===== src/rtl/cpf_pkg.sv =====
// shared types, constants and the crc byte update for the packet framer
package cpf_pkg;

  localparam int BYTE_W = 8;
  localparam int DEFAULT_PAYLOAD_BYTES = 21;
  localparam int CFG_IDX_W = 2;

  localparam logic [BYTE_W-1:0] HEADER_RST = 8'h12;
  localparam logic [BYTE_W-1:0] TYPE_RST   = 8'h01;
  localparam logic [BYTE_W-1:0] TAIL_RST   = 8'h13;
  localparam logic [BYTE_W-1:0] POLY_RST   = 8'hD5;

  typedef enum logic [CFG_IDX_W-1:0] {
    REG_HEADER = 2'd0,
    REG_TYPE   = 2'd1,
    REG_TAIL   = 2'd2,
    REG_POLY   = 2'd3
  } cfg_reg_t;

  // which byte of the held item goes out next
  typedef enum logic [2:0] {
    PH_HEADER,
    PH_TYPE,
    PH_DATA,
    PH_CRC,
    PH_TAIL
  } phase_t;

  // reflected crc-8, one byte lsb first
  function automatic logic [BYTE_W-1:0] crc_feed(
    input logic [BYTE_W-1:0] crc_in,
    input logic [BYTE_W-1:0] val_in,
    input logic [BYTE_W-1:0] poly
  );
    logic [BYTE_W-1:0] crc;
    logic [BYTE_W-1:0] val;
    logic              mix;
    crc = crc_in;
    val = val_in;
    for (int k = 0; k < BYTE_W; k++) begin
      mix = crc[0] ^ val[0];
      crc = {1'b0, crc[BYTE_W-1:1]};
      if (mix) begin
        crc = crc ^ poly;
      end
      val = {1'b0, val[BYTE_W-1:1]};
    end
    return crc;
  endfunction

endpackage


===== src/rtl/cpf_in_if.sv =====
// input channel: payload bytes with valid/ready
interface cpf_in_if;
  logic                       valid;
  logic                       ready;
  logic [cpf_pkg::BYTE_W-1:0] data_byte;

  modport source (output valid, output data_byte, input ready);
  modport sink   (input valid, input data_byte, output ready);
endinterface


===== src/rtl/cpf_out_if.sv =====
// result channel: framed bytes with valid/ready
interface cpf_out_if;
  logic                       valid;
  logic                       ready;
  logic [cpf_pkg::BYTE_W-1:0] out_byte;
  logic                       run_last;
  logic                       frame_end;

  modport source (output valid, output out_byte, output run_last, output frame_end,
                  input ready);
  modport sink   (input valid, input out_byte, input run_last, input frame_end,
                  output ready);
endinterface


===== src/rtl/crc8_packet_framer_unit.sv =====
// framer top level: wraps payload bytes into header/type/payload/crc/tail frames
//
//  channel   dir  handshake     payload
//  in_ch     in   valid/ready   data_byte[7:0]
//  out_ch    out  valid/ready   out_byte[7:0], run_last, frame_end
//  cfg_*     in   cfg_we        cfg_index[1:0], cfg_data[7:0]
//
// middle payload bytes stream at one per cycle while the output is not stalled;
// the first and last payload byte of a frame each give three bytes (header,
// type, payload; payload, crc, tail), so N payload bytes give N+4 output bytes
// item register and output register each hold one item; while a result waits,
// input is taken only into an empty item register; synchronous active-low reset, no clearing pass
module crc8_packet_framer_unit #(
  parameter int PAYLOAD_BYTES = cpf_pkg::DEFAULT_PAYLOAD_BYTES
) (
  input  logic                         clk,
  input  logic                         rst_n,
  cpf_in_if.sink                       in_ch,
  cpf_out_if.source                    out_ch,
  input  logic                         cfg_we,
  input  logic [cpf_pkg::CFG_IDX_W-1:0] cfg_index,
  input  logic [cpf_pkg::BYTE_W-1:0]   cfg_data
);

  localparam int LEN   = (PAYLOAD_BYTES < 2) ? 2 : PAYLOAD_BYTES;
  localparam int POS_W = $clog2(LEN);
  localparam logic [POS_W:0]   LEN_C  = (POS_W+1)'(LEN);
  localparam logic [POS_W-1:0] LAST_C = POS_W'(LEN - 1);

  // configuration
  logic [cpf_pkg::BYTE_W-1:0] header_r, type_r, tail_r, poly_r, type_crc_r;

  // frame state
  logic [POS_W-1:0]           pos_r, pos_nxt;
  logic [cpf_pkg::BYTE_W-1:0] crc_r, crc_nxt;

  // item register
  logic                       a_valid_r, a_valid_nxt;
  logic [cpf_pkg::BYTE_W-1:0] a_data_r, a_crc_r;
  logic                       a_last_r;
  cpf_pkg::phase_t            phase_r, phase_nxt;

  // output register
  logic                       out_valid_r;
  logic [cpf_pkg::BYTE_W-1:0] out_byte_r;
  logic                       out_last_r, out_end_r;

  logic                       accept, load_b, a_done;
  logic [POS_W-1:0]           pos_eff;
  logic                       is_first, is_last;
  logic [cpf_pkg::BYTE_W-1:0] crc_base, crc_new;
  logic [cpf_pkg::BYTE_W-1:0] res_byte;
  logic                       res_last, res_end;

  // configuration writes; the crc of the type byte is kept ready for frame starts
  always_ff @(posedge clk) begin
    if (!rst_n) begin
      header_r   <= cpf_pkg::HEADER_RST;
      type_r     <= cpf_pkg::TYPE_RST;
      tail_r     <= cpf_pkg::TAIL_RST;
      poly_r     <= cpf_pkg::POLY_RST;
      type_crc_r <= cpf_pkg::crc_feed('0, cpf_pkg::TYPE_RST, cpf_pkg::POLY_RST);
    end else if (cfg_we) begin
      unique case (cpf_pkg::cfg_reg_t'(cfg_index))
        cpf_pkg::REG_HEADER: header_r <= cfg_data;
        cpf_pkg::REG_TYPE: begin
          type_r     <= cfg_data;
          type_crc_r <= cpf_pkg::crc_feed('0, cfg_data, poly_r);
        end
        cpf_pkg::REG_TAIL: tail_r <= cfg_data;
        cpf_pkg::REG_POLY: begin
          poly_r     <= cfg_data;
          type_crc_r <= cpf_pkg::crc_feed('0, type_r, cfg_data);
        end
        default: ;
      endcase
    end
  end

  // handshakes
  assign load_b       = a_valid_r && (!out_valid_r || out_ch.ready);
  assign in_ch.ready  = !a_valid_r || a_done;
  assign accept       = in_ch.valid && in_ch.ready;

  // frame position and crc of the incoming byte
  always_comb begin
    pos_eff  = ({1'b0, pos_r} >= LEN_C) ? '0 : pos_r;
    is_first = (pos_eff == '0);
    is_last  = (pos_eff == LAST_C);
    crc_base = is_first ? type_crc_r : crc_r;
    crc_new  = cpf_pkg::crc_feed(crc_base, in_ch.data_byte, poly_r);
    pos_nxt  = pos_r;
    crc_nxt  = crc_r;
    if (accept) begin
      pos_nxt = is_last ? '0 : pos_eff + POS_W'(1);
      crc_nxt = is_last ? '0 : crc_new;
    end
  end

  // next phase of the held item
  always_comb begin
    phase_nxt   = phase_r;
    a_valid_nxt = a_valid_r;
    if (load_b) begin
      unique case (phase_r)
        cpf_pkg::PH_HEADER: phase_nxt = cpf_pkg::PH_TYPE;
        cpf_pkg::PH_TYPE:   phase_nxt = cpf_pkg::PH_DATA;
        cpf_pkg::PH_DATA:   phase_nxt = cpf_pkg::PH_CRC;
        cpf_pkg::PH_CRC:    phase_nxt = cpf_pkg::PH_TAIL;
        cpf_pkg::PH_TAIL:   phase_nxt = cpf_pkg::PH_HEADER;
        default:            phase_nxt = cpf_pkg::PH_HEADER;
      endcase
      if (a_done) begin
        a_valid_nxt = 1'b0;
      end
    end
    if (accept) begin
      phase_nxt   = is_first ? cpf_pkg::PH_HEADER : cpf_pkg::PH_DATA;
      a_valid_nxt = 1'b1;
    end
  end

  // byte selected for the current phase
  always_comb begin
    res_byte = a_data_r;
    res_last = 1'b0;
    res_end  = 1'b0;
    unique case (phase_r)
      cpf_pkg::PH_HEADER: res_byte = header_r;
      cpf_pkg::PH_TYPE:   res_byte = type_r;
      cpf_pkg::PH_DATA: begin
        res_byte = a_data_r;
        res_last = !a_last_r;
      end
      cpf_pkg::PH_CRC:    res_byte = a_crc_r;
      cpf_pkg::PH_TAIL: begin
        res_byte = tail_r;
        res_last = 1'b1;
        res_end  = 1'b1;
      end
      default: ;
    endcase
    a_done = load_b && res_last;
  end

  always_ff @(posedge clk) begin
    if (!rst_n) begin
      pos_r       <= '0;
      crc_r       <= '0;
      a_valid_r   <= 1'b0;
      phase_r     <= cpf_pkg::PH_HEADER;
      out_valid_r <= 1'b0;
    end else begin
      pos_r     <= pos_nxt;
      crc_r     <= crc_nxt;
      a_valid_r <= a_valid_nxt;
      phase_r   <= phase_nxt;
      if (load_b) begin
        out_valid_r <= 1'b1;
      end else if (out_ch.ready) begin
        out_valid_r <= 1'b0;
      end
    end
  end

  always_ff @(posedge clk) begin
    if (accept) begin
      a_data_r <= in_ch.data_byte;
      a_crc_r  <= crc_new;
      a_last_r <= is_last;
    end
    if (load_b) begin
      out_byte_r <= res_byte;
      out_last_r <= res_last;
      out_end_r  <= res_end;
    end
  end

  assign out_ch.valid     = out_valid_r;
  assign out_ch.out_byte  = out_byte_r;
  assign out_ch.run_last  = out_last_r;
  assign out_ch.frame_end = out_end_r;

  // position never leaves the frame
  a_pos_range: assert property (@(posedge clk) disable iff (!rst_n)
    {1'b0, pos_r} < LEN_C)
    else $error("frame position out of range");

  // closing a frame clears the running crc and position
  a_frame_close: assert property (@(posedge clk) disable iff (!rst_n)
    accept && is_last |=> (crc_r == '0) && (pos_r == '0))
    else $error("frame state not cleared after last byte");

  // a frame start item begins with its header
  a_start_hdr: assert property (@(posedge clk) disable iff (!rst_n)
    accept && is_first |=> a_valid_r && (phase_r == cpf_pkg::PH_HEADER))
    else $error("frame start item does not begin with header");

  // type byte is always followed by the payload byte
  a_type_data: assert property (@(posedge clk) disable iff (!rst_n)
    load_b && (phase_r == cpf_pkg::PH_TYPE) |=> phase_r == cpf_pkg::PH_DATA)
    else $error("type byte not followed by payload byte");

  // the tail byte always closes the item
  a_tail_last: assert property (@(posedge clk) disable iff (!rst_n)
    out_valid_r && out_end_r |-> out_last_r)
    else $error("tail byte not marked as last of item");

endmodule

===== src/flat_wrapper.sv =====
// flat-port wrapper written by rule: the top's interface ports become plain ports
module crc8_packet_framer_unit_flat 
#(
  parameter int PAYLOAD_BYTES = cpf_pkg::DEFAULT_PAYLOAD_BYTES
)
  (clk, rst_n, cfg_we, cfg_index, cfg_data, in_ch_valid, in_ch_data_byte, in_ch_ready, out_ch_valid, out_ch_out_byte, out_ch_run_last, out_ch_frame_end, out_ch_ready);
  cpf_in_if in_ch_i ();
  cpf_out_if out_ch_i ();
  input  logic clk;
  input  logic rst_n;
  input  logic cfg_we;
  input  logic [cpf_pkg::CFG_IDX_W-1:0] cfg_index;
  input  logic [cpf_pkg::BYTE_W-1:0] cfg_data;
  input wire logic [$bits(in_ch_i.valid)-1:0] in_ch_valid;
  input wire logic [$bits(in_ch_i.data_byte)-1:0] in_ch_data_byte;
  output wire logic [$bits(in_ch_i.ready)-1:0] in_ch_ready;
  output wire logic [$bits(out_ch_i.valid)-1:0] out_ch_valid;
  output wire logic [$bits(out_ch_i.out_byte)-1:0] out_ch_out_byte;
  output wire logic [$bits(out_ch_i.run_last)-1:0] out_ch_run_last;
  output wire logic [$bits(out_ch_i.frame_end)-1:0] out_ch_frame_end;
  input wire logic [$bits(out_ch_i.ready)-1:0] out_ch_ready;
  assign in_ch_i.valid = in_ch_valid;
  assign in_ch_i.data_byte = in_ch_data_byte;
  assign in_ch_ready = in_ch_i.ready;
  assign out_ch_valid = out_ch_i.valid;
  assign out_ch_out_byte = out_ch_i.out_byte;
  assign out_ch_run_last = out_ch_i.run_last;
  assign out_ch_frame_end = out_ch_i.frame_end;
  assign out_ch_i.ready = out_ch_ready;
  crc8_packet_framer_unit #(.PAYLOAD_BYTES(PAYLOAD_BYTES)) u_core (.clk(clk), .rst_n(rst_n), .in_ch(in_ch_i), .out_ch(out_ch_i), .cfg_we(cfg_we), .cfg_index(cfg_index), .cfg_data(cfg_data));
endmodule

===== config.mk =====
export PLATFORM = sky130hd
export DESIGN_NAME = crc8_packet_framer_unit_flat
export DESIGN_NICKNAME = d
export VERILOG_FILES = /design/src/rtl/cpf_pkg.sv /design/src/rtl/cpf_in_if.sv /design/src/rtl/cpf_out_if.sv /design/src/rtl/crc8_packet_framer_unit.sv /design/src/flat_wrapper.sv
export SDC_FILE = /design/constraint.sdc
export NUM_CORES = 1
export LEC_CHECK = 0
export BUFFER_PORTS_ARGS = -buffer_cell sky130_fd_sc_hd__buf_4
export CORE_MARGIN = 2
export CORE_UTILIZATION = 64
export DETAILED_ROUTE_END_ITERATION = 10
export PLACE_DENSITY = 0.85
export SETUP_SLACK_MARGIN = 0.1
export SLEW_MARGIN = 20
export SYNTH_ARGS = -nofsm -noshare
export SYNTH_HDL_FRONTEND = slang
export SYNTH_SLANG_ARGS = --single-unit

===== constraint.sdc =====
create_clock -name clk -period 7.25 [get_ports clk]
set_input_delay 0.725 -clock clk [delete_from_list [all_inputs] [get_ports clk]]
set_output_delay 0.725 -clock clk [all_outputs]
set_load 0.05 [all_outputs]

== Word level (Yosys, flattened, before mapping) ==
Index checks and enable logic that the tools add are counted.
Cells by class
  divide/modulo/power cells: 0
  multipliers: 0
  shift-type cells: 0
  add/sub/neg operators: 1
  $lt $le $gt $ge: 1
  muxes and demuxes: 83
  equality and inequality tests: 8
  bitwise logic cells: 44
  reductions and logical operators: 21
Operators by type and width (count)
  $mux 8: 68
  $xor 7x8->8: 22
  $pmux 8 s4: 1
  $xor 1x1->1: 22
  $pmux 8 s2: 1
  $pmux 3 s4: 1
  $reduce_and 2->1: 6
  $mux 5: 2
  $reduce_bool 2->1: 4
  $eq 3x2->1 const B: 2
  $mux 1: 6
  $mux 3: 2
  $add 5x1->5 const B: 1
  $eq 5x5->1 const B: 1
  $ge 5x5->1 const B: 1
  $logic_not 5->1: 1
  $eq 2x2->1 const B: 2
  $eq 3x1->1 const B: 1
  $eq 3x3->1 const B: 1
  $logic_and 1x1->1: 3
  $logic_not 1->1: 3
  $logic_not 3->1: 1
  $eq 2x1->1 const B: 1
  $logic_not 2->1: 1
  other kinds (3): 4
Word-level totals
  flip-flop bits (word level): 85
  bits in read-only memories: 0
  output and inout bits: 12
  memory bits (writable): 0
  bits in latches: 0
  bits of input ports: 23
  memories kept: 0

== Longest topological paths before layout ==
Gate-level depths: netlist of run 1.
  word-level depth: 37
  depth in mapped cells: 21
  depth with buffers taken out: 17

== Least setup slack after synthesis of run 1 ==
OpenSTA, ideal clock, no wires.
  path type: register to register
  start: register u_core.pos_r[2]
  end: register u_core.crc_r[2] (netlist bit)
  library setup time: 0.063 ns
  data required time: 7.187 ns
  path slack: 2.243 ns
  arrival time: 4.944 ns
  cell stages (with the launch flop): 21
  path through: dfxtp_1 -> buf_6 -> o21a_1 -> o21ai_0 -> nand2_1 -> ha_1 -> o221a_2 -> a21oi_2 -> buf_4 -> nor2_1 -> buf_2 -> a221o_1 -> or4_1 -> nand4_1 -> a311oi_1 -> or4_4 -> a31oi_4 -> mux2i_1 -> xnor3_1 -> or4_1 -> nand3_1
Between the ends
  longest elaborated chain between the ends: 21
  elaborated cells between the ends (all ways): 30
  classes of those cells: order compare (1); eq/ne (1); mux (11); bitwise (16); reduce/logical (1)
Ends and longest elaborated chain
  start: declaration: line crc8_packet_framer_unit.sv:34  | logic [POS_W-1:0] pos_r, pos_nxt;
  start signal: assignment: line crc8_packet_framer_unit.sv:154  | pos_r <= pos_nxt;
  $ge 5x5->1: line crc8_packet_framer_unit.sv:87  | pos_eff = ({1'b0, pos_r} >= LEN_C) ? '0 : pos_r;
  $mux 5 *: line crc8_packet_framer_unit.sv:87
  $logic_not 5->1: line crc8_packet_framer_unit.sv:88  | is_first = (pos_eff == '0);
  $mux 8: line crc8_packet_framer_unit.sv:90  | crc_base = is_first ? type_crc_r : crc_r;
  $xor 7x8->8 or $xor 1x1->1 (tied branches): line cpf_pkg.sv:44, cpf_pkg.sv:41
  $mux 8: line cpf_pkg.sv:43  | if (mix) begin
  $xor 7x8->8 or $xor 1x1->1 (tied branches): line cpf_pkg.sv:44, cpf_pkg.sv:41
  $mux 8: line cpf_pkg.sv:43
  [... 5 more ...]
  $mux 8: line cpf_pkg.sv:43
  $xor 7x8->8 or $xor 1x1->1 (tied branches): line cpf_pkg.sv:44, cpf_pkg.sv:41
  $mux 8: line cpf_pkg.sv:43
  $xor 7x8->8 or $xor 1x1->1 (tied branches): line cpf_pkg.sv:44, cpf_pkg.sv:41
  $mux 8: line cpf_pkg.sv:43
  $xor 7x8->8 or $xor 1x1->1 (tied branches): line cpf_pkg.sv:44, cpf_pkg.sv:41
  $mux 8: line cpf_pkg.sv:43
  $mux 8 *: line crc8_packet_framer_unit.sv:96  | crc_nxt = is_last ? '0 : crc_new;
  end signal: assignment: line crc8_packet_framer_unit.sv:155  | crc_r <= crc_nxt;
  end: declaration: line crc8_packet_framer_unit.sv:35  | logic [cpf_pkg::BYTE_W-1:0] crc_r, crc_nxt;
Mark *: on every way between the ends. The rest lies on a longest branch, timed or not.
A chain may end at the register's enable or synchronous reset.

== Worst setup path after layout of run 1 ==
  start: register u_core.pos_r[0]
  end: register u_core.a_crc_r[6] (netlist bit) (data pin)
Between the ends
  longest elaborated chain between the ends: 20
  elaborated cells between the ends (all ways): 28
  classes of those cells: order compare (1); mux (10); bitwise (16); reduce/logical (1)
Ends and longest elaborated chain
  $ge 5x5->1: line crc8_packet_framer_unit.sv:87
  $mux 5 *: line crc8_packet_framer_unit.sv:87
  $logic_not 5->1 *: line crc8_packet_framer_unit.sv:88
  $mux 8 *: line crc8_packet_framer_unit.sv:90
  $xor 7x8->8 or $xor 1x1->1 (tied branches): line cpf_pkg.sv:44, cpf_pkg.sv:41
  $mux 8 *: line cpf_pkg.sv:43
  $xor 7x8->8 or $xor 1x1->1 (tied branches): line cpf_pkg.sv:44, cpf_pkg.sv:41
  $mux 8 *: line cpf_pkg.sv:43
  [... 5 more ...]
  $mux 8 *: line cpf_pkg.sv:43
  $xor 7x8->8 or $xor 1x1->1 (tied branches): line cpf_pkg.sv:44, cpf_pkg.sv:41
  $mux 8 *: line cpf_pkg.sv:43
  $xor 1x1->1 or $xor 7x8->8 (tied branches): line cpf_pkg.sv:41, cpf_pkg.sv:44
  $mux 8 *: line cpf_pkg.sv:43
  $xor 7x8->8 or $xor 1x1->1 (tied branches): line cpf_pkg.sv:44, cpf_pkg.sv:41
  $mux 8 *: line cpf_pkg.sv:43
  named net u_core.crc_new (one bit): line crc8_packet_framer_unit.sv:51  | logic [cpf_pkg::BYTE_W-1:0] crc_base, crc_new;
  end signal: assignment: line crc8_packet_framer_unit.sv:169  | a_crc_r <= crc_new;
  end: declaration: line crc8_packet_framer_unit.sv:39  | logic [cpf_pkg::BYTE_W-1:0] a_data_r, a_crc_r;
Mark *: on every way through the listed nets, which the timed path passes. The rest lies on a longest branch.

==> metrics.md, run 1 <==
| Metric | Value |
|---|---|
| Largest family of logic cells by synthesized area | `simple AND/OR/NAND/NOR gates` |
| Syn_nets | `1027` |
| Iter 0 DRT Violations | `just under 900` |
| Final Hold Fails | `0` |
| Antenna cells | `0` |
| P per Cell Area | `458 nW/um^2` |
| Post-Synth Simple-Gate Area | `0.240` |
| GRT overflow | `0` |
| Ys async rst share | `0` |
| CP Launch Type | `flop` |
| Tmin final | `5740 ps` |
| Max-cap violations | `0` |
| Rel. slew slack | `0.268` |
| Outcome | `completed` |
| Pleak | `3.33 nW` |
| Detailed-route wire length per cell | `18.3 um` |
| Via count | `7240` |
| Mux contribution to synthesized area | `0.0613` |
| Io pins | `35` |
| Hold buffer count at cts | `0` |
| Total CTS buffers | `9` |
| Maximum clock rate | `between 150 and 200 MHz` |
| Mapped Area | `7880 sq um` |
| Detail Placement HPWL | `14100 um` |
| DRT Wirelength | `20600 um` |
| Post-synthesis compound-gate area fraction | `0.224` |
| DIE AREA | `13200 sq um` |
| CTS H-tree lvls | `3` |
| Die H | `between 100 and 150 um` |
| CTS tree | `built` |
| Vias per cell | `6.45` |
| Synthesis warning total | `0` |
| Synth Register Bits | `between 80 and 90` |
| Worst-path clk slew | `60 ps` |
| Avg Cell Area, Syn | `~8 sq um` |
| Worst endpoint required time | `roughly 7300 ps` |
| VDD IR max | `around 350 uV` |
| Worst Path Arrival | `5810 ps` |
| Setup CP Type | `reg2reg` |
| # rows | `40` |
| Clock Skews | `roughly 5.4 ps` |
| Count of cell types in the netlist | `86` |
| Main synth FF type | `dfxtp_1` |
| Layout cell share with drive strength beyond 1 | `0.0902` |
| Sequential cell area fraction in the yosys report | `0.250` |
| Drt pass-1 iters | `5` |
| Core Box Area | `12000 sq um` |
| Fillers | `roughly 970` |
| Final setup fails | `0` |
| Final setup TNS | `0 ps` |
| Synth Area in XOR/XNOR | `0.170` |
| Post-synthesis adder-cell area fraction | `0.00318` |
| Slew Limit Fails | `0` |
| Placed Area | `between 8000 and 9000 sq um` |
| First-pass GRT wire length | `roughly 33000 um` |
| Post-CTS setup buffers | `0` |
| P&R area growth vs syn | `5.38%` |
| Final period utilization | `0.791` |
| Worst-skew pair later-pin latency | `~340 ps` |
| Mapped Cells | `roughly 1k` |
| Worst hold path class | `reg2reg` |
| CTS Buffer Depth | `2` |
| RSZ-0062 raised after global routing | `no` |
| EDFF count, synth | `27` |
| # clock sinks | `85` |
| Sequential Area | `~2000 sq um` |
| DIE WIDTH | `115 um` |
| Crit. End Element | `flop` |
| Final Cell Area | `8300 sq um` |
| Largest net degree at the start of global routing | `54` |
| Nets | `996` |
| Multi-input gate area | `5500 sq um` |
| Vias in the first global route | `6509` |
| Root Buffer | `clkbuf_16` |
| Routed Antenna Nets | `0` |
| # resized after CTS | `0` |
| DR DRC count | `0` |
| Initial Utilization | `0.656` |
| Initial antenna violation count | `0` |
| Gpl congestion | `approximately 0.96` |
| Least-Margin Pin Slew | `1100 ps` |
| GRT Total Usage | `0.312` |
| Crit path max fanout | `12` |
| Port bufs | `34` |
layout make-up:
type                            instances  area share
Inverter                               16     0.00723
Sequential cell                        85       0.238
Clock buffer                           10      0.0276
Multi-Input combinational cell        817       0.663
Clock inverter                          6     0.00497
Timing Repair Buffer                   42      0.0380
Tap cell                              147      0.0222
cell usage in the layout, fill, tap and decap left out, types with 9 or more instances in the layout:
cell type,n
a21boi_0,17
a21o_1,9
a21oi_1,46
a32oi_1,16
and2_1,13
and3_1,14
buf_4,42
clkbuf_16,9
dfxtp_1,58
edfxtp_1,27
inv_1,13
mux2_2,10
mux2i_1,37
nand2_1,192
nand2b_1,13
nand3_1,29
nor2_1,50
nor2b_1,21
nor3_1,21
o211ai_1,9
o21ai_0,40
o22ai_1,10
xnor2_1,77
xnor3_1,15
xor2_1,34
critical path, cell delays in order, from the launching register on:
cell      delay (ps)
dfxtp_1          330
o21a_1           240
o21ai_0          340
nand2_1          160
ha_1             280
o221ai_4         180
a21oi_2          170
nor2_1           550
a41oi_1          350
and2_1           270
xnor3_1          480
xnor3_1          470
and3_1           190
o21ai_0          370
xnor3_1          360
xnor2_2          390
nand2_1          160
xor2_1           190
cells by family after synthesis:
family	Yosys count
AO/OA/AOI/OAI	243
flip-flops	85
XOR/XNOR	128
buffers and inverters	100
AND/OR/NAND/NOR	397
multiplexers	47
adder cells (fa/ha/maj)	2
synth_stat cells, drive strengths merged, types with 10 or more instances:
cell | count | area share
nand2 | 192 | 0.091
xnor2 | 78 | 0.088
clkbuf | 63 | 0.030
dfxtp | 58 | 0.15
nor2 | 52 | 0.025
a21oi | 48 | 0.031
o21ai | 44 | 0.028
mux2i | 37 | 0.047
xor2 | 35 | 0.040
nand3 | 30 | 0.020
edfxtp | 27 | 0.10
nor3 | 22 | 0.015
buf | 21 | 0.014
nor2b | 21 | 0.017
a21boi | 17 | 0.016
a32oi | 16 | 0.018
and3 | 15 | 0.013
xnor3 | 15 | 0.043
and2 | 13 | 0.010
inv | 13 | 0.0062
nand2b | 13 | 0.010
mux2 | 10 | 0.014
o22ai | 10 | 0.0079
state kept, by name (all words and copies together) (netlist names), 3 cells and up:
| signal | flops |
|---|---|
| u_core.header_r | 8 |
| u_core.out_ch.out_byte | 8 |
| u_core.phase_r | 3 |
| u_core.poly_r | 8 |
| u_core.a_crc_r | 8 |
| u_core.tail_r | 8 |
| u_core.pos_r | 5 |
| u_core.type_crc_r | 8 |
| u_core.crc_r | 8 |
| u_core.a_data_r | 8 |
| u_core.type_r | 8 |
path summary, 6_finish.rpt:
| kind | slack [ps] | cells past startpoint | to | from |
|---|---|---|---|---|
| worst max-delay path | 1510 | 17 | u_core.a_crc_r[6] | u_core.pos_r[0] |
| worst min-delay path | 470 | 2 | u_core.crc_r[3] | u_core.crc_r[3] |
| worst max register to register | 1510 | 17 | u_core.a_crc_r[6] | u_core.pos_r[0] |
| worst min register to register | 470 | 2 | u_core.crc_r[3] | u_core.crc_r[3] |
routing by layer:
metal | vias up | share of wire | track usage | wire length [um]
li1 | 3505 | - | - | -
met4 | 0 | 0.025 | 0.109 | 524
met1 | 3332 | 0.43 | 0.430 | 8900
met3 | 50 | 0.083 | 0.0401 | 1720
met2 | 353 | 0.46 | 0.505 | 9430
met5 | - | 0 | 0 | 0
power by group:
part           switching, W  internal [W]  leakage (nW)
clock network      0.000184      0.000231         0.128
registers         0.0000448      0.000650         0.731
logic               0.00149       0.00121          2.47
per-stage QoR:
step                power, W  utilization  hold slack [ps]  setup WS (ps)  std cells
finish               0.00380        0.691              471           1510       1123
global route         0.00407        0.691              501           1040       1123
CTS                  0.00376        0.691              463           1580       1123
detailed placement   0.00334        0.669              449           1610       1107
global placement     0.00329        0.669              438           1730       1107
floorplan            0.00293            -              425           2240       1002
(Power assumes the default switching activity.)
==> run 2, diff against run 1 <==
Settings changed: CORE_UTILIZATION 64 to 57, PLACE_DENSITY 0.85 to 0.81.
Clock period 7.25 ns to 5.2 ns, I/O delays scaled along.
==> metrics.md, run 2 (synthesis gave the netlist of run 1 again) <==
| Metric | Value |
|---|---|
| GRT overflow | `0 (unchanged)` |
| DRT Wirelength | `21700 um (+5.3%)` |
| Detail Placement HPWL | `14700 um (+4.8%)` |
| Outcome | `completed` |
| Iter 0 DRT Violations | `950 (+9.8%)` |
| Internal power | `0.00320 W (+53%)` |
| CTS tree | `built` |
| Crit path max fanout | `4 (-8)` |
| Final setup fails | `0 (unchanged)` |
| Root Buffer | `clkbuf_16` |
| R2r worst-path depth | `17 (unchanged)` |
| Fillers | `1088 (+12%)` |
| Crit. End Element | `flop` |
| Gpl congestion | `0.939 (-1.7%)` |
| Detailed-route wire length per cell | `18.2 um (-0.63%)` |
| Worst hold path class | `in2reg` |
| Capturing point of the worst reg2reg path | `u_core.crc_r[2]` |
| Initial Utilization | `0.590 (-0.0657)` |
| Overall Power | `0.00576 W (+51%)` |
| CTS Buffer Depth | `2 (unchanged)` |
| Final Hold Fails | `0 (unchanged)` |
| P&R area growth vs syn | `10.7%` |
| Critical Path Start | `u_core.pos_r[0]` |
| Tmin final | `4940 ps (-797 ps)` |
| Pleak | `3.54 nW (+6.4%)` |
| Combinational power share | `0.724 (+0.016)` |
| Vias per cell | `6.23 (-3.4%)` |
| Sw power | `0.00256 W (+49%)` |
| Layout cell share with drive strength beyond 1 | `0.138 (+0.0479)` |
| First-pass GRT wire length | `34200 um (+3.6%)` |
| Sequential Area | `1970 sq um (unchanged)` |
| Initial antenna violation count | `0 (unchanged)` |
| Rel. slew slack | `0.483 (+0.215)` |
| Total CTS buffers | `9 (unchanged)` |
| DIE AREA | `14800 sq um (+12%)` |
| Crit path to | `u_core.crc_r[2]` |
| Largest net degree at the start of global routing | `54 (unchanged)` |
| VDD IR max | `429 uV (+23%)` |
| Least-Margin Pin Slew | `774 ps (-322 ps)` |
| Worst r2r src | `u_core.pos_r[0]` |
| Antenna cells | `0 (unchanged)` |
| CP Launch Type | `flop` |
| Net Sw Frac | `0.444 (-0.00675)` |
| Die H | `122 um (+5.8%)` |
| Via count | `7412 (+2.4%)` |
| Vias in the first global route | `6603 (+1.4%)` |
| Slew Limit Fails | `0 (unchanged)` |
| DR DRC count | `0 (unchanged)` |
| Nets | `1034 (+3.8%)` |
| Routed Antenna Nets | `0 (unchanged)` |
| RSZ-0062 raised after global routing | `no` |
| Part of the power in registers | `0.168 (-0.015)` |
| Most common cell after layout, fill and taps aside | `nand2_1` |
| Final setup TNS | `0 ps (unchanged)` |
| Clock share of power | `0.108 (about the same)` |
| Pre-CTS setup slack | `1.34 ps (-1600 ps)` |
| Worst Hold Path Cells | `1 (-1)` |
| Reg2reg setup slack | `260 ps (-1250 ps)` |
| Worst endpoint required time | `5480 ps (-1850 ps)` |
| # clock sinks | `85 (unchanged)` |
| Worst Path Arrival | `5220 ps (-590 ps)` |
| P per Cell Area | `660 nW/um^2 (+44%)` |
| Setup CP Type | `reg2reg` |
| Setup WS post-layout | `261 ps (-1250 ps)` |
| Maximum clock rate | `202 MHz (+16%)` |
| Multi-input gate area | `5590 sq um (+1.6%)` |
| Final period utilization | `0.950 (+0.159)` |
| # rows | `42 (+5.0%)` |
| Clock Skews | `9.45 ps (+4.08 ps)` |
| Port bufs | `34 (unchanged)` |
| CTS H-tree lvls | `3 (unchanged)` |
| Worst-skew pair later-pin latency | `340 ps (about the same)` |
| DIE WIDTH | `122 um (+5.8%)` |
| Core Box Area | `13300 sq um (+11%)` |
| Worst-path clk slew | `60 ps (about the same)` |
| Io pins | `35 (unchanged)` |
| Max-cap violations | `0 (unchanged)` |
| GRT Total Usage | `0.290 (-0.0216)` |
| Drt pass-1 iters | `6 (+1)` |
| Most frequent cells in the layout | `nand2_1, buf_4, xnor2_1` |
[run 2: what timing repair did]
item / CTS / global route
pin swaps: 1 / 4
buffers inserted: 0 / 6
gates cloned: 0 / 1
resized for setup: 2 / 18
hold buffers: 0 / 0
setup endpoints to repair: 3 / 16
[run 2: worst min-delay path by stage]
stage | startpoint | endpoint | slack (ps)
finish | in_ch_data_byte[6] | u_core.a_data_r[6] | 380
global route | in_ch_data_byte[3] | u_core.a_data_r[3] | 380
CTS | in_ch_data_byte[6] | u_core.a_data_r[6] | 380
detailed placement | u_core.header_r[1] | u_core.header_r[1] | 460
global placement | u_core.crc_r[3] | u_core.crc_r[3] | 450
floorplan | u_core.crc_r[3] | u_core.crc_r[3] | 430
[run 2: critical path, cell delays in order, from the launching register on]
cell	delay [ps]
dfxtp_1	340
o21a_1	210
o21ai_1	180
nand2_1	130
ha_2	240
o221ai_4	110
mux2i_1	330
xor2_2	310
o221ai_1	240
or3_1	420
nand4_1	120
a311oi_1	130
or4_4	580
a31oi_4	270
mux2i_1	230
xnor3_2	480
or4_1	480
nand3_1	70
[run 2: metal layers]
metal  wire [um]  part of all wire  GRT usage
met5           0                 0          0
met4         609             0.028      0.107
met3        1440             0.066     0.0295
met2       10200              0.47      0.467
met1        9460              0.44      0.405
[run 2: cell type report]
class / instances / share of cell area
inverter: 16 / 0.00689
sequential: 85 / 0.226
clock inverter: 5 / 0.00588
timing repair buffer: 79 / 0.0680
clock buffer: 11 / 0.0267
multi-input combinational: 818 / 0.641
tap: 176 / 0.0253
[run 2: power groups by stage]
stage	logic (W)	registers [W]	clock network (W)
global placement	0.00379	0.000974	0
global route	0.00448	0.000973	0.000648
floorplan	0.00312	0.000968	0
finish	0.00417	0.000967	0.000620
CTS	0.00390	0.000964	0.000624
detailed placement	0.00387	0.000976	0
[run 2: metrics by stage]
| step | instance area (sq um) | utilization | hold slack [ps] | std cells |
|---|---|---|---|---|
| after CTS | 8590 | 0.644 | 379 | 1183 |
| after global routing | 8720 | 0.653 | 385 | 1190 |
| after floorplan | 7880 | - | 425 | 1002 |
| after detailed placement | 8300 | 0.622 | 463 | 1167 |
| final | 8720 | 0.653 | 383 | 1190 |
| after global placement | 8300 | 0.622 | 449 | 1167 |
==> run 3, diff against run 2 <==
Settings changed: PLACE_DENSITY 0.81 to unset, PLACE_DENSITY_LB_ADDON set to 0.08.
==> metrics.md, run 3 (synthesis gave the netlist of run 1 again) <==
| Metric | Value |
|---|---|
| Outcome | `completed` |
| Detailed-route wire length per cell | `18.9 um (+3.8%)` |
| Worst-path clk slew | `60 ps (about the same)` |
| Core Box Area | `13300 sq um (unchanged)` |
| Clock Skews | `3.79 ps (-5.65 ps)` |
| CTS H-tree lvls | `3 (unchanged)` |
| Tmin final | `4910 ps (-27.8 ps)` |
| Worst hold path class | `in2reg` |
| DR DRC count | `0 (unchanged)` |
| Slew Limit Fails | `0 (unchanged)` |
| Final period utilization | `0.944 (-0.00535)` |
| Worst endpoint required time | `5480 ps (about the same)` |
| GRT Total Usage | `0.304 (+0.0141)` |
| Routed Antenna Nets | `0 (unchanged)` |
| P&R area growth vs syn | `11.6%` |
| Max-cap violations | `0 (unchanged)` |
| DIE WIDTH | `122 um (unchanged)` |
| Maximum clock rate | `204 MHz (+0.57%)` |
| CTS Buffer Depth | `2 (unchanged)` |
| RSZ-0062 raised after global routing | `no` |
| Rel. slew slack | `0.343 (-0.141)` |
| Least-Margin Pin Slew | `985 ps (+211 ps)` |
| CTS tree | `built` |
| Worst Path Arrival | `5190 ps (-30 ps)` |
| VDD IR max | `834 uV (+94%)` |
| Root Buffer | `clkbuf_16` |
| # clock sinks | `85 (unchanged)` |
| Final setup TNS | `0 ps (unchanged)` |
| GRT overflow | `0 (unchanged)` |
| Largest stage delay on the critical path | `480 ps (-100 ps)` |
| Antenna cells | `0 (unchanged)` |
| Most frequent cells in the layout | `nand2_1, buf_4, xnor2_1` |
| Nets | `1036 (+0.19%)` |
| DIE AREA | `14800 sq um (unchanged)` |
| Worst-skew pair later-pin latency | `340 ps (about the same)` |
| Vias in the first global route | `6648 (+0.68%)` |
| Vias per cell | `6.21 (-0.33%)` |
| Layout cell share with drive strength beyond 1 | `0.143 (+0.00465)` |
| Final setup fails | `0 (unchanged)` |
| Worst-path cell chain | `o21a_1 -> o21ai_1 -> nand2_1 -> ha_2 -> o221a_2 -> o21ai_1 -> buf_4 -> nand2_1 -> buf_6 -> a21oi_1 -> a2111o_1 -> a2111oi_4 -> nor2_1 -> or4_4 -> a31oi_4 -> buf_4 -> mux2i_1 -> xnor3_2 -> or4_1 -> nand3_1` |
| P per Cell Area | `672 nW/um^2 (+1.7%)` |
| Final Util | `0.659 (+0.00553)` |
| Iter 0 DRT Violations | `571 (-40%)` |
| Non-Filler Instances | `1192 (+0.17%)` |
| Drt pass-1 iters | `5 (-1)` |
| Hold slack | `390 ps (+6.25 ps)` |
| Die H | `122 um (unchanged)` |
| Crit. End Element | `flop` |
| Total CTS buffers | `9 (unchanged)` |
| Io pins | `35 (unchanged)` |
| Setup CP Type | `reg2reg` |
| Gpl congestion | `0.963 (+2.5%)` |
| Overall Power | `0.00591 W (+2.6%)` |
| Initial antenna violation count | `0 (unchanged)` |
| First-pass GRT wire length | `35400 um (+3.3%)` |
| Most common cell after layout, fill and taps aside | `nand2_1` |
| Port bufs | `34 (unchanged)` |
| # rows | `42 (unchanged)` |
| Via count | `7400 (-0.16%)` |
| DRT Wirelength | `22500 um (+4.0%)` |
| Pleak | `3.57 nW (+0.73%)` |
| Initial Utilization | `0.590 (unchanged)` |
| Detail Placement HPWL | `15800 um (+6.9%)` |
| Crit path max fanout | `10 (+6)` |
| CP Launch Type | `flop` |
| Slowest-stage cell, CP | `or4_1` |
| Largest net degree at the start of global routing | `54 (unchanged)` |
| Final Hold Fails | `0 (unchanged)` |
| Placed cell count | `1169 (+0.17%)` |
run 3: changes by cell type in the layout (fill, tap and decap cells not counted), sizes merged:
cell / delta
clkinv: +1
clkinvlp: +1
buf: +3
a21oi: -1
inv: -1
clkbuf: -1
run 3: worst paths after layout:
path / startpoint / end / slack, ps / depth (start not counted)
max: u_core.pos_r[0] / u_core.crc_r[4] / 290 / 20
min reg2reg: u_core.crc_r[3] / u_core.crc_r[3] / 460 / 2
min: in_ch_data_byte[7] / u_core.a_data_r[7] / 390 / 1
max reg2reg: u_core.pos_r[0] / u_core.crc_r[4] / 290 / 20
run 3: report_power, final:
| part | switching [W] | internal (W) |
|---|---|---|
| clock | 0.000261 | 0.000371 |
| combinational | 0.00226 | 0.00204 |
| sequential | 0.0000666 | 0.000906 |
| total | 0.00259 | 0.00332 |
run 3: through the flow:
stage	setup slack [ps]	instance area, sq um
after detailed placement	-18.0	8330
after global routing	58.7	8790
final	289	8790
after floorplan	193	7880
after global placement	163	8330
after CTS	118	8670
run 3: cell type report:
cell class / count / area [sq um]
Multi-Input combinational cell: 817 / 5620
Fill cell: 1160 / 4550
Sequential cell: 85 / 1970
Timing Repair Buffer: 82 / 632
Clock buffer: 10 / 229
Tap cell: 176 / 220
Clock inverter: 6 / 63.8
Inverter: 16 / 60.1
run 3: worst max-delay path, delay by kind of cell, from the launching register on:
family,cells,cell delay [ps]
flops,1,370
buf+inv,3,490
simple gates,6,1430
fa+ha+maj,1,230
compound gates,8,1820
xor+xnor,1,300
mux,1,220
run 3: what timing repair did:
action	in CTS	in global routing
gates resized for setup	7	19
endpoints found under the setup margin	9	16
pin swaps	2	5
buffers inserted	1	6
hold buffers	0	0
run 3: metal layers:
layer,global-route usage,vias to the layer above,wire length [um]
met1,0.416,3485,9740
met4,0.0833,0,558
met5,0,-,0
met2,0.497,274,10500
li1,-,3584,-
met3,0.0534,57,1720
